`config.mk`:
```
export PLATFORM = sky130hd
export DESIGN_NAME = romix_mod
export DESIGN_NICKNAME = d
export VERILOG_FILES = /design/src/hw/rtl/romix_mod.sv
export SDC_FILE = /design/constraint.sdc
export NUM_CORES = 1
export LEC_CHECK = 0
export ABC_AREA = 1
export ABC_CLOCK_PERIOD_IN_PS = 2870
export BUFFER_PORTS_ARGS = -buffer_cell sky130_fd_sc_hd__buf_2
export CELL_PAD_IN_SITES_DETAIL_PLACEMENT = 1
export CELL_PAD_IN_SITES_GLOBAL_PLACEMENT = 1
export CORE_AREA = 2 2 102 104
export CTS_CLUSTER_SIZE = 28
export DETAILED_ROUTE_END_ITERATION = 12
export DIE_AREA = 0 0 104 106
export GPL_ROUTABILITY_DRIVEN = 1
export PLACE_DENSITY = 0.59
export SYNTH_ARGS = -nofsm -noshare
export SYNTH_HDL_FRONTEND = slang
export SYNTH_SLANG_ARGS = --single-unit
```
`constraint.sdc`:
```
create_clock -name clk -period 2.87 [get_ports clk]
set_input_delay 0.574 -clock clk [delete_from_list [all_inputs] [get_ports clk]]
set_output_delay 0.574 -clock clk [all_outputs]
set_load 0.05 [all_outputs]
```
`src/hw/rtl/romix_mod.sv`:
```
// Bit-serial 32-bit remainder by a variable divisor.
`default_nettype none
module romix_mod #(
  parameter int NW = 11
) (
  input  wire logic          clk,
  input  wire logic          rst,
  input  wire logic          start,
  input  wire logic [31:0]   num,
  input  wire logic [NW-1:0] den,
  output logic               done,
  output logic [NW-1:0]      rem
);

  logic          run;
  logic [4:0]    cnt;
  logic [31:0]   q;
  logic [NW:0]   part;
  logic [NW:0]   trial;

  assign trial = {part[NW-1:0], q[31]};

  always_ff @(posedge clk) begin
    if (rst) begin
      run  <= 1'b0;
      done <= 1'b0;
      cnt  <= '0;
    end else begin
      done <= 1'b0;
      if (start && !run) begin
        run  <= 1'b1;
        cnt  <= '0;
        q    <= num;
        part <= '0;
      end else if (run) begin
        q <= q << 1;
        if (trial >= {1'b0, den}) begin
          part <= trial - {1'b0, den};
        end else begin
          part <= trial;
        end
        cnt <= cnt + 5'd1;
        if (cnt == 5'd31) begin
          run  <= 1'b0;
          done <= 1'b1;
        end
      end
    end
  end

  assign rem = part[NW-1:0];

endmodule
`default_nettype wire

```
==> key figures, run 1 <==
Clocking
  • H-tree lvl count: 2
  • Skew-Pair Late Insertion Delay: 0.30 ns
  • TritonCTS Buffers: 5
  • CTS tree: done
  • Postcts setup bufs: 0
  • Post_cts resized: 0
  • Clock transition at path regs: 0.09 ns
  • Worst-case clock buffer depth: 2
  • CTS Hold Bufs: 0
  • Clk sinks: 50
  • Root buf cell: clkbuf_8

STA
  • Worst Clk Skew: 0.006089 ns
  • Worst Setup Slack, final: 0.7176 ns
  • Fin crit share: 0.7500
  • Worst-Margin Slew: 0.5411 ns
  • Fin. Hold Viols: 0
  • Min cycle time layout: 2.152 ns
  • RSZ-0062 raised after global routing: false
  • Achievable frequency: 464.6 MHz
  • TNS Setup: 0 ns
  • Final Max Slew Viols: 0
  • Final setup violation count: 0
  • Slew HR: 0.6393
  • WHS: 0.4731 ns

Synth
  • Post-synthesis sequential area ratio: 0.4872
  • Synth warn: 0
  • Netlist Area Pre-Place: 2938 µm²
  • Syn Inst Count: 309
  • Synthesized area per cell: 9.508 µm²
  • Unique masters post-synth: 28
  • Syn nets: 369
  • Register bit total from synthesis: 50

Drt
  • Via Count: 2205
  • DRC: 0
  • Routed len/inst: 12.97 µm
  • Total wire length: 6523 µm
  • First-pass DRT Iterations: 4
  • Antenna violation net count after detailed routing: 0
  • DRT iter0 DRCs: 109
  • Vias per cell: 4.384

Setup path
  • Worst setup path class: flop to flop
  • Setup crit end kind: flop
  • Critical path peak fanout: 21
  • CP arrival: 2.21 ns
  • CP required: 2.93 ns
  • Startpoint types: flop

Die
  • Die Width: 104 µm
  • Starting Density: 0.2938
  • Die height: 106 µm
  • Die Area: 11020 µm²
  • CORE AREA: 10000 µm²
  • # rows: 37
  • Io pins: 58

Place
  • Placement Setup Slack: 0.4205 ns
  • Routability cong.: 0.7981
  • HPWL Detailed: 5090 µm
  • Port Buffers: 57

Cells and area
  • Ratio of cells with drive above 1 in the final layout: 0.3052
  • Most common cell after layout, fill and taps aside: nand2_1
  • Antenna Cells: 0
  • Most frequent cells in the layout: nand2_1 (71), buf_2 (57), inv_1 (49)
  • Nets: 426
  • Synth-to-Final Area Change: 16.52%

Global route
  • Pin count of the biggest net entering global routing: 45
  • Initial antenna violation count: 1
  • First-pass GRT wire length: 10900 µm
  • Vias in the first global route: 2379
  • Total gr overflow: 0
  • Global-route usage over all layers: 0.1221

Worst hold path
  • Hold WC Path Type: flop to flop

Power and ir drop
  • Max IR drop VDD: 0.3381 mV
  • Static Leak: 1.591 nW
  • PD cells: 539.1 nW/µm²
  • Total Power: 0.001846 W

Run
  • Max_cap viols: 0

Status
  • Outcome: finished clean
[synth_stat cells]
cell,number,area share
nand2_1,71,0.091
inv_1,49,0.063
edfxtp_1,43,0.44
nor2_1,32,0.041
mux2_2,29,0.11
ha_1,13,0.055
nand3_1,11,0.019
dfxtp_1,7,0.048
a21oi_1,6,0.010
buf_6,6,0.023
nand2_2,6,0.013
nor3_1,6,0.010
nand4_1,5,0.011
inv_2,4,0.0051
o21ai_1,4,0.0068
xor2_1,3,0.0089
mux2_1,2,0.0077
nor2_2,2,0.0043
a21oi_2,1,0.0030
a31oi_1,1,0.0021
buf_2,1,0.0017
buf_4,1,0.0026
fa_1,1,0.0068
nand2_4,1,0.0038
nand3_4,1,0.0060
nor3b_1,1,0.0026
o21ai_2,1,0.0030
or2_1,1,0.0021
[state kept, by name (all words and copies together) (netlist names)]
signal	count
run	1
part	11
cnt	5
done	1
q	32
[report_power, final]
group / internal [W] / leakage [nW] / total, W / switching [W]
Combinational: 0.000187 / 1.07 / 0.000517 / 0.000330
Clock: 0.000194 / 0.0472 / 0.000430 / 0.000236
Sequential: 0.000866 / 0.469 / 0.000898 / 0.0000319
Total: 0.00125 / 1.59 / 0.00185 / 0.000599
[worst paths after layout]
kind         cells after the start  slack [ns]  startpoint       to
max                             13        0.72       q[31]  part[6]
max reg2reg                     13        0.72       q[31]  part[6]
min reg2reg                      2        0.47      cnt[4]   cnt[4]
min                              2        0.47      cnt[4]   cnt[4]
[kinds of logic after synthesis]
kind of cell | share of synthesized area
flops | 0.4872
compound gates | 0.02513
xor+xnor | 0.008945
mux | 0.1188
fa+ha+maj | 0.06218
buf+inv | 0.09497
simple gates | 0.2027
[critical path, cell delays in order (launching register included)]
cell and delay [ns]:
edfxtp_1 0.38, inv_1 0.05, ha_1 0.21, fa_1 0.40, inv_1 0.12, nand2_2 0.06, nand2_2 0.08, nand2_2 0.06
nand2_1 0.07, nand2_2 0.07, nand3_4 0.20, nand3_1 0.12, inv_1 0.07, nor2_1 0.04
[routing by layer]
layer / vias to the layer above / wire length (µm) / track usage
met2: 53 / 3092 / 0.2124
met5: - / 11 / 0
met3: 9 / 368 / 0.03372
met4: 2 / 75 / 0.03282
li1: 1113 / - / -
met1: 1028 / 2975 / 0.1490
[through the flow]
| step | cells | area (µm²) | utilization |
|---|---|---|---|
| floorplan | 309 | 2940 | - |
| CTS | 503 | 3423 | 0.3423 |
| finish | 503 | 3423 | 0.3423 |
| global route | 503 | 3423 | 0.3423 |
| detailed placement | 495 | 3328 | 0.3328 |
| global placement | 495 | 3328 | 0.3328 |
[layout make-up]
class,instances,area (µm²)
multi-input combinational,198,1235
tap,136,170.2
clock inverter,2,12.51
clock buffer,6,82.58
inverter,53,198.9
sequential,50,1431
fill,1222,6576
timing repair buffer,58,292.8
No activity file was read; power rests on OpenSTA's default activity.
==> run 2, diff against run 1 <==
--- a/config.mk
+++ b/config.mk
@@ -6,7 +6,7 @@
 export NUM_CORES = 1
 export LEC_CHECK = 0
 export ABC_AREA = 1
-export ABC_CLOCK_PERIOD_IN_PS = 2870
+export ABC_CLOCK_PERIOD_IN_PS = 2000
 export BUFFER_PORTS_ARGS = -buffer_cell sky130_fd_sc_hd__buf_2
 export CELL_PAD_IN_SITES_DETAIL_PLACEMENT = 1
 export CELL_PAD_IN_SITES_GLOBAL_PLACEMENT = 1
@@ -15,7 +15,7 @@
 export DETAILED_ROUTE_END_ITERATION = 12
 export DIE_AREA = 0 0 104 106
 export GPL_ROUTABILITY_DRIVEN = 1
-export PLACE_DENSITY = 0.59
+export PLACE_DENSITY = 0.57
 export SYNTH_ARGS = -nofsm -noshare
 export SYNTH_HDL_FRONTEND = slang
 export SYNTH_SLANG_ARGS = --single-unit
==> constraint.sdc (replaced) <==
create_clock -name clk -period 2 [get_ports clk]
set_input_delay 0.4 -clock clk [delete_from_list [all_inputs] [get_ports clk]]
set_output_delay 0.4 -clock clk [all_outputs]
set_load 0.05 [all_outputs]
==> run 2 against run 1 <==
Clock skew is 0.0019 ns higher. Critical path depth stayed put. Final area rose by 15%. Count of clock-buffer cells in the layout fell by 1. Register-to-register slack worse by 0.69 ns. First-iteration DRC count down 39%. Wire length grew 9.3%. Sequential power is 41% higher. Critical endpoint is now part[10].
==> key figures, run 2 (synthesis gave the netlist of run 1 again) <==
Status
  • Outcome: finished clean

Cells and area
  • Most common cell after layout, fill and taps aside: nand2_1
  • Fin cells: 550
  • Top Registers: q: 32 flops, part: 11 flops, cnt: 5 flops
  • Largest Register: q
  • Nets: 473
  • Most frequent cells in the layout: nand2_1 (69), buf_2 (57), inv_1 (46)
  • Ratio of cells with drive above 1 in the final layout: 0.4179
  • Synth-to-Final Area Change: 33.65%
  • Max reg flops: 32
  • Antenna Cells: 0

Die
  • # rows: 37
  • Die height: 106 µm
  • Die Width: 104 µm
  • Io pins: 58
  • Starting Density: 0.2938
  • Die Area: 11020 µm²
  • CORE AREA: 10000 µm²

Setup path
  • Most common cell type on the critical path: nand2_2
  • Worst setup path class: flop to flop
  • Crit-path max cell delay: 0.40 ns
  • CP top delay family: simple AND/OR/NAND/NOR gates
  • CP arrival: 2.05 ns
  • Worst-path cell chain: inv_2 -> ha_4 -> fa_2 -> inv_2 -> nand2_2 -> nand2_2 -> nand2_2 -> nand2_2 -> nand2_4 -> nand3_4 -> nand2_4 -> nor2_4 -> nor2_1
  • Critical path peak fanout: 5
  • Startpoint types: flop
  • CP required: 2.08 ns
  • Setup crit end kind: flop
  • WP buf/inv: 2
  • Worst r2r dst: part[10]
  • Slowest CP cell: edfxtp_1
  • Reg2reg start: q[31]
  • Worst R2R Setup Slack: 0.02 ns
  • R2R depth: 13

Drt
  • Routed len/inst: 12.96 µm
  • Via Count: 2414
  • DRC: 0
  • Vias per cell: 4.389
  • First-pass DRT Iterations: 4
  • Antenna violation net count after detailed routing: 0
  • DRT iter0 DRCs: 67
  • Total wire length: 7127 µm

STA
  • Final Max Slew Viols: 0
  • Fin. Hold Viols: 0
  • Worst Setup Slack, final: 0.02380 ns
  • Achievable frequency: 506.0 MHz
  • Final setup violation count: 0
  • RSZ-0062 raised after global routing: true
  • Min cycle time layout: 1.976 ns
  • TNS Setup: 0 ns
  • Worst Clk Skew: 0.008032 ns
  • Slew HR: 0.7012
  • Worst-Margin Slew: 0.4482 ns
  • Fin crit share: 0.9881

Clocking
  • Root buf cell: clkbuf_8
  • Clk sinks: 50
  • TritonCTS Buffers: 5
  • Clock transition at path regs: 0.10 ns
  • Worst-case clock buffer depth: 2
  • Skew-Pair Late Insertion Delay: 0.31 ns
  • H-tree lvl count: 2
  • CTS tree: done

Worst hold path
  • Worst Hold Depth: 2
  • WHS Endpoint: done
  • Hold_sp: rst
  • Hold WC Path Type: input port to flop

Power and ir drop
  • Sw Share: 0.3210
  • PD cells: 776.4 nW/µm²
  • Clk pwr share: 0.247
  • Switching power: 0.0009786 W
  • Static Leak: 1.864 nW
  • Combinational power share: 0.335
  • Total Power: 0.003048 W
  • Int Power: 0.002070 W
  • Max IR drop VDD: 0.4365 mV
  • Sequential power share: 0.418

Place
  • Routability cong.: 0.7300
  • HPWL Detailed: 5212 µm
  • Placed cell count: 532
  • Port Buffers: 57
  • Placement Setup Slack: -0.1697 ns

Global route
  • Initial antenna violation count: 1
  • First-pass GRT wire length: 11990 µm
  • Global-route usage over all layers: 0.1355
  • Vias in the first global route: 2565
  • Total gr overflow: 0
  • Pin count of the biggest net entering global routing: 38

Run
  • Max_cap viols: 0
[run 2: how the worst max path moves through the flow]
stage / startpoint / endpoint / depth (start not counted)
after floorplan: part[0] / part[10] / 13
after global placement: den[0] / part[7] / 13
after detailed placement: den[0] / part[7] / 13
after CTS: q[31] / part[2] / 13
after global routing: q[31] / part[10] / 13
final: q[31] / part[10] / 13
[run 2: final cells by class]
cell class | count | area (µm²)
fill | 1192 | 6073
sequential | 50 | 1431
multi-input combinational | 201 | 1363
timing repair buffer | 102 | 646.9
inverter | 53 | 198.9
tap | 136 | 170.2
clock buffer | 5 | 68.82
clock inverter | 3 | 47.55
[run 2: repair_timing]
action                                  in CTS  in global routing
pin swaps                                    2                 12
cloned                                       3                  0
setup buffers                                1                  6
hold buffers                                 0                  0
endpoints found under the setup margin      10                 11
gates resized for setup                     10                 15
[run 2: worst register-to-register path, delay by kind of cell, from the launching register on]
kind,cells,cell delay [ns]
adders and majority gates,2,0.51
buffers and inverters,2,0.14
DFF,1,0.40
and+or+nand+nor,9,0.69
[run 2: metrics by stage]
stage,instance area (µm²),util,hold slack (ns)
floorplan,2948,-,0.4449
global placement,3621,0.3621,0.4542
detailed placement,3621,0.3621,0.4624
CTS,3824,0.3824,0.3248
global route,3926,0.3926,0.3358
finish,3926,0.3926,0.3375
[run 2: power groups by stage]
stage	Sequential [W]	Combinational, W	Clock [W]
after floorplan	0.00139	0.000499	0
after global placement	0.00130	0.000907	0
after detailed placement	0.00130	0.000921	0
after CTS	0.00128	0.000973	0.000784
after global routing	0.00128	0.00114	0.000816
final	0.00127	0.00102	0.000753
[run 2: metal layers]
metal	routed length [µm]	global-route usage	up-vias
li1	-	-	1221
met5	0	0	-
met4	72	0.03475	0
met3	353	0.03372	5
met1	3034	0.1636	1145
met2	3667	0.2415	43
==> run 3, diff against run 2 <==
--- a/config.mk
+++ b/config.mk
@@ -10,12 +10,14 @@
 export BUFFER_PORTS_ARGS = -buffer_cell sky130_fd_sc_hd__buf_2
 export CELL_PAD_IN_SITES_DETAIL_PLACEMENT = 1
 export CELL_PAD_IN_SITES_GLOBAL_PLACEMENT = 1
-export CORE_AREA = 2 2 102 104
+export CORE_AREA = 2 2 94 114
 export CTS_CLUSTER_SIZE = 28
 export DETAILED_ROUTE_END_ITERATION = 12
-export DIE_AREA = 0 0 104 106
+export DIE_AREA = 0 0 96 116
 export GPL_ROUTABILITY_DRIVEN = 1
-export PLACE_DENSITY = 0.57
+export MAX_ROUTING_LAYER = met4
+export PLACE_DENSITY = 0.56
+export RECOVER_POWER = 100
 export SYNTH_ARGS = -nofsm -noshare
 export SYNTH_HDL_FRONTEND = slang
 export SYNTH_SLANG_ARGS = --single-unit
==> run 3 against run 2 <==
The flow now finishes with violations (setup timing). Fmax shrank 2.0%. Utilization is 0.21 points higher. Final area rose by 0.13%. Wire length grew 5.0%. Sequential cell count is the same. Power is 8.4% higher. Clock power increased by 34%. Largest cell class unchanged. Highest routed layer unchanged.
==> key figures, run 3 (synthesis gave the netlist of run 1 again) <==
Clocking
  • Clock transition at path regs: 0.07 ns
  • TritonCTS Buffers: 5
  • Skew-Pair Late Insertion Delay: 0.30 ns
  • Worst-case clock buffer depth: 2
  • CTS Hold Bufs: 0
  • Root buf cell: clkbuf_16
  • Clk sinks: 50
  • CTS tree: done
  • H-tree lvl count: 2

Cells and area
  • Max reg flops: 32
  • Most common cell after layout, fill and taps aside: nand2_1
  • Largest Register: q
  • Top Registers: q: 32 flops, part: 11 flops, cnt: 5 flops
  • Ratio of cells with drive above 1 in the final layout: 0.4000
  • Post-route cell area: 3931 µm²
  • Most frequent cells in the layout: nand2_1 (69), buf_2 (53), inv_1 (46)
  • Antenna Cells: 0
  • Nets: 469
  • Synth-to-Final Area Change: 33.82%
  • Post-layout util: 0.3947
  • Fillcell total: 1167

Setup path
  • CP required: 2.05 ns
  • Worst setup path class: flop to flop
  • Startpoint types: flop
  • R2R depth: 13
  • Critical path peak fanout: 5
  • CP arrival: 2.07 ns
  • Setup crit end kind: flop

Global route
  • Total gr overflow: 0
  • Global-route usage over all layers: 0.1457
  • Initial antenna violation count: 0
  • Vias in the first global route: 2568
  • First-pass GRT wire length: 12080 µm
  • Pin count of the biggest net entering global routing: 44

STA
  • Slew HR: 0.5828
  • Worst Setup Slack, final: -0.01750 ns
  • Final Max Slew Viols: 0
  • WHS: 0.3422 ns
  • Min cycle time layout: 2.018 ns
  • Achievable frequency: 495.7 MHz
  • Worst-Margin Slew: 0.6259 ns
  • Final setup violation count: 3
  • Fin crit share: 1.009
  • RSZ-0062 raised after global routing: true
  • Worst Clk Skew: 0.007580 ns
  • Fin. Hold Viols: 0

Drt
  • DRC: 0
  • Via Count: 2360
  • Antenna violation net count after detailed routing: 0
  • Total wire length: 7483 µm
  • DRT iter0 DRCs: 60
  • Vias per cell: 4.403
  • Routed len/inst: 13.96 µm
  • First-pass DRT Iterations: 4

Worst hold path
  • Worst Hold Depth: 2
  • Hold WC Path Type: input port to flop

Die
  • Die height: 116 µm
  • Starting Density: 0.2950
  • Io pins: 58
  • Die Area: 11140 µm²
  • # rows: 40
  • Die Width: 96 µm
  • CORE AREA: 9960 µm²

Place
  • HPWL Detailed: 5303 µm
  • Routability cong.: 0.7914
  • Placement Setup Slack: -0.1654 ns
  • Cell Area, Placed: 3613 µm²
  • Port Buffers: 57

Power and ir drop
  • PD cells: 840.3 nW/µm²
  • Static Leak: 1.844 nW
  • Max IR drop VDD: 0.4032 mV
  • Total Power: 0.003304 W

Status
  • Violations in the final reports: setup timing
  • Outcome: finished with violations

Run
  • Max_cap viols: 0
[run 3: cell types whose count changed in the layout (fill, tap and decap cells not counted), sizes merged]
cell,previous run,this run
clkinv,1,0
clkbuf,5,12
buf,102,91
clkinvlp,0,1
[run 3: area by class of cell]
type / instances / area (µm²) / area share
clock buffers: 5 / 125.1 / 0.03183
clock inverters: 3 / 48.80 / 0.01241
inverters: 53 / 198.9 / 0.05060
multi-input cells: 201 / 1353 / 0.3440
flip-flops and latches: 50 / 1431 / 0.3641
well taps: 126 / 157.7 / 0.04010
repair buffers: 98 / 616.8 / 0.1569
[run 3: final timing paths]
| check | from | endpoint | slack (ns) |
|---|---|---|---|
| worst max-delay path | q[31] | part[7] | -0.02 |
| worst min-delay path | rst | done | 0.34 |
| worst max register to register | q[31] | part[7] | -0.02 |
| worst min register to register | cnt[4] | cnt[4] | 0.47 |
[run 3: worst max-delay path, cell delays in order (launching register included)]
cell	delay [ns]
edfxtp_1	0.40
inv_2	0.06
ha_4	0.16
fa_2	0.36
inv_2	0.09
nand2_2	0.06
nand2_2	0.08
nand2_2	0.06
nand2_2	0.08
nand2_4	0.09
nand3_4	0.13
nand2_2	0.06
nor2_2	0.10
nor2_1	0.04
[run 3: per-layer routing]
layer	up-vias	track usage	wire (µm)
li1	1206	-	-
met2	41	0.2444	3834
met5	-	-	0
met4	0	0.04286	123
met3	9	0.02211	218
met1	1104	0.1804	3307
[run 3: power breakdown]
part	switching (W)	internal [W]
Clock	0.000413	0.000600
Combinational	0.000570	0.000440
Sequential	0.0000381	0.00124
Total	0.00102	0.00228
[run 3: stage by stage]
stage / instances / TNS (ns)
after floorplan: 309 / -0.5932
after global routing: 536 / -0.9271
after CTS: 532 / 0
after global placement: 521 / -0.9615
final: 536 / -0.02967
after detailed placement: 521 / -1.421
[run 3: what timing repair did]
action / 4_1_cts / 5_1_grt
cloned: 3 / 0
gates resized for setup: 8 / 16
pin swaps: 2 / 10
setup endpoints to repair: 10 / 11
setup buffers: 0 / 4
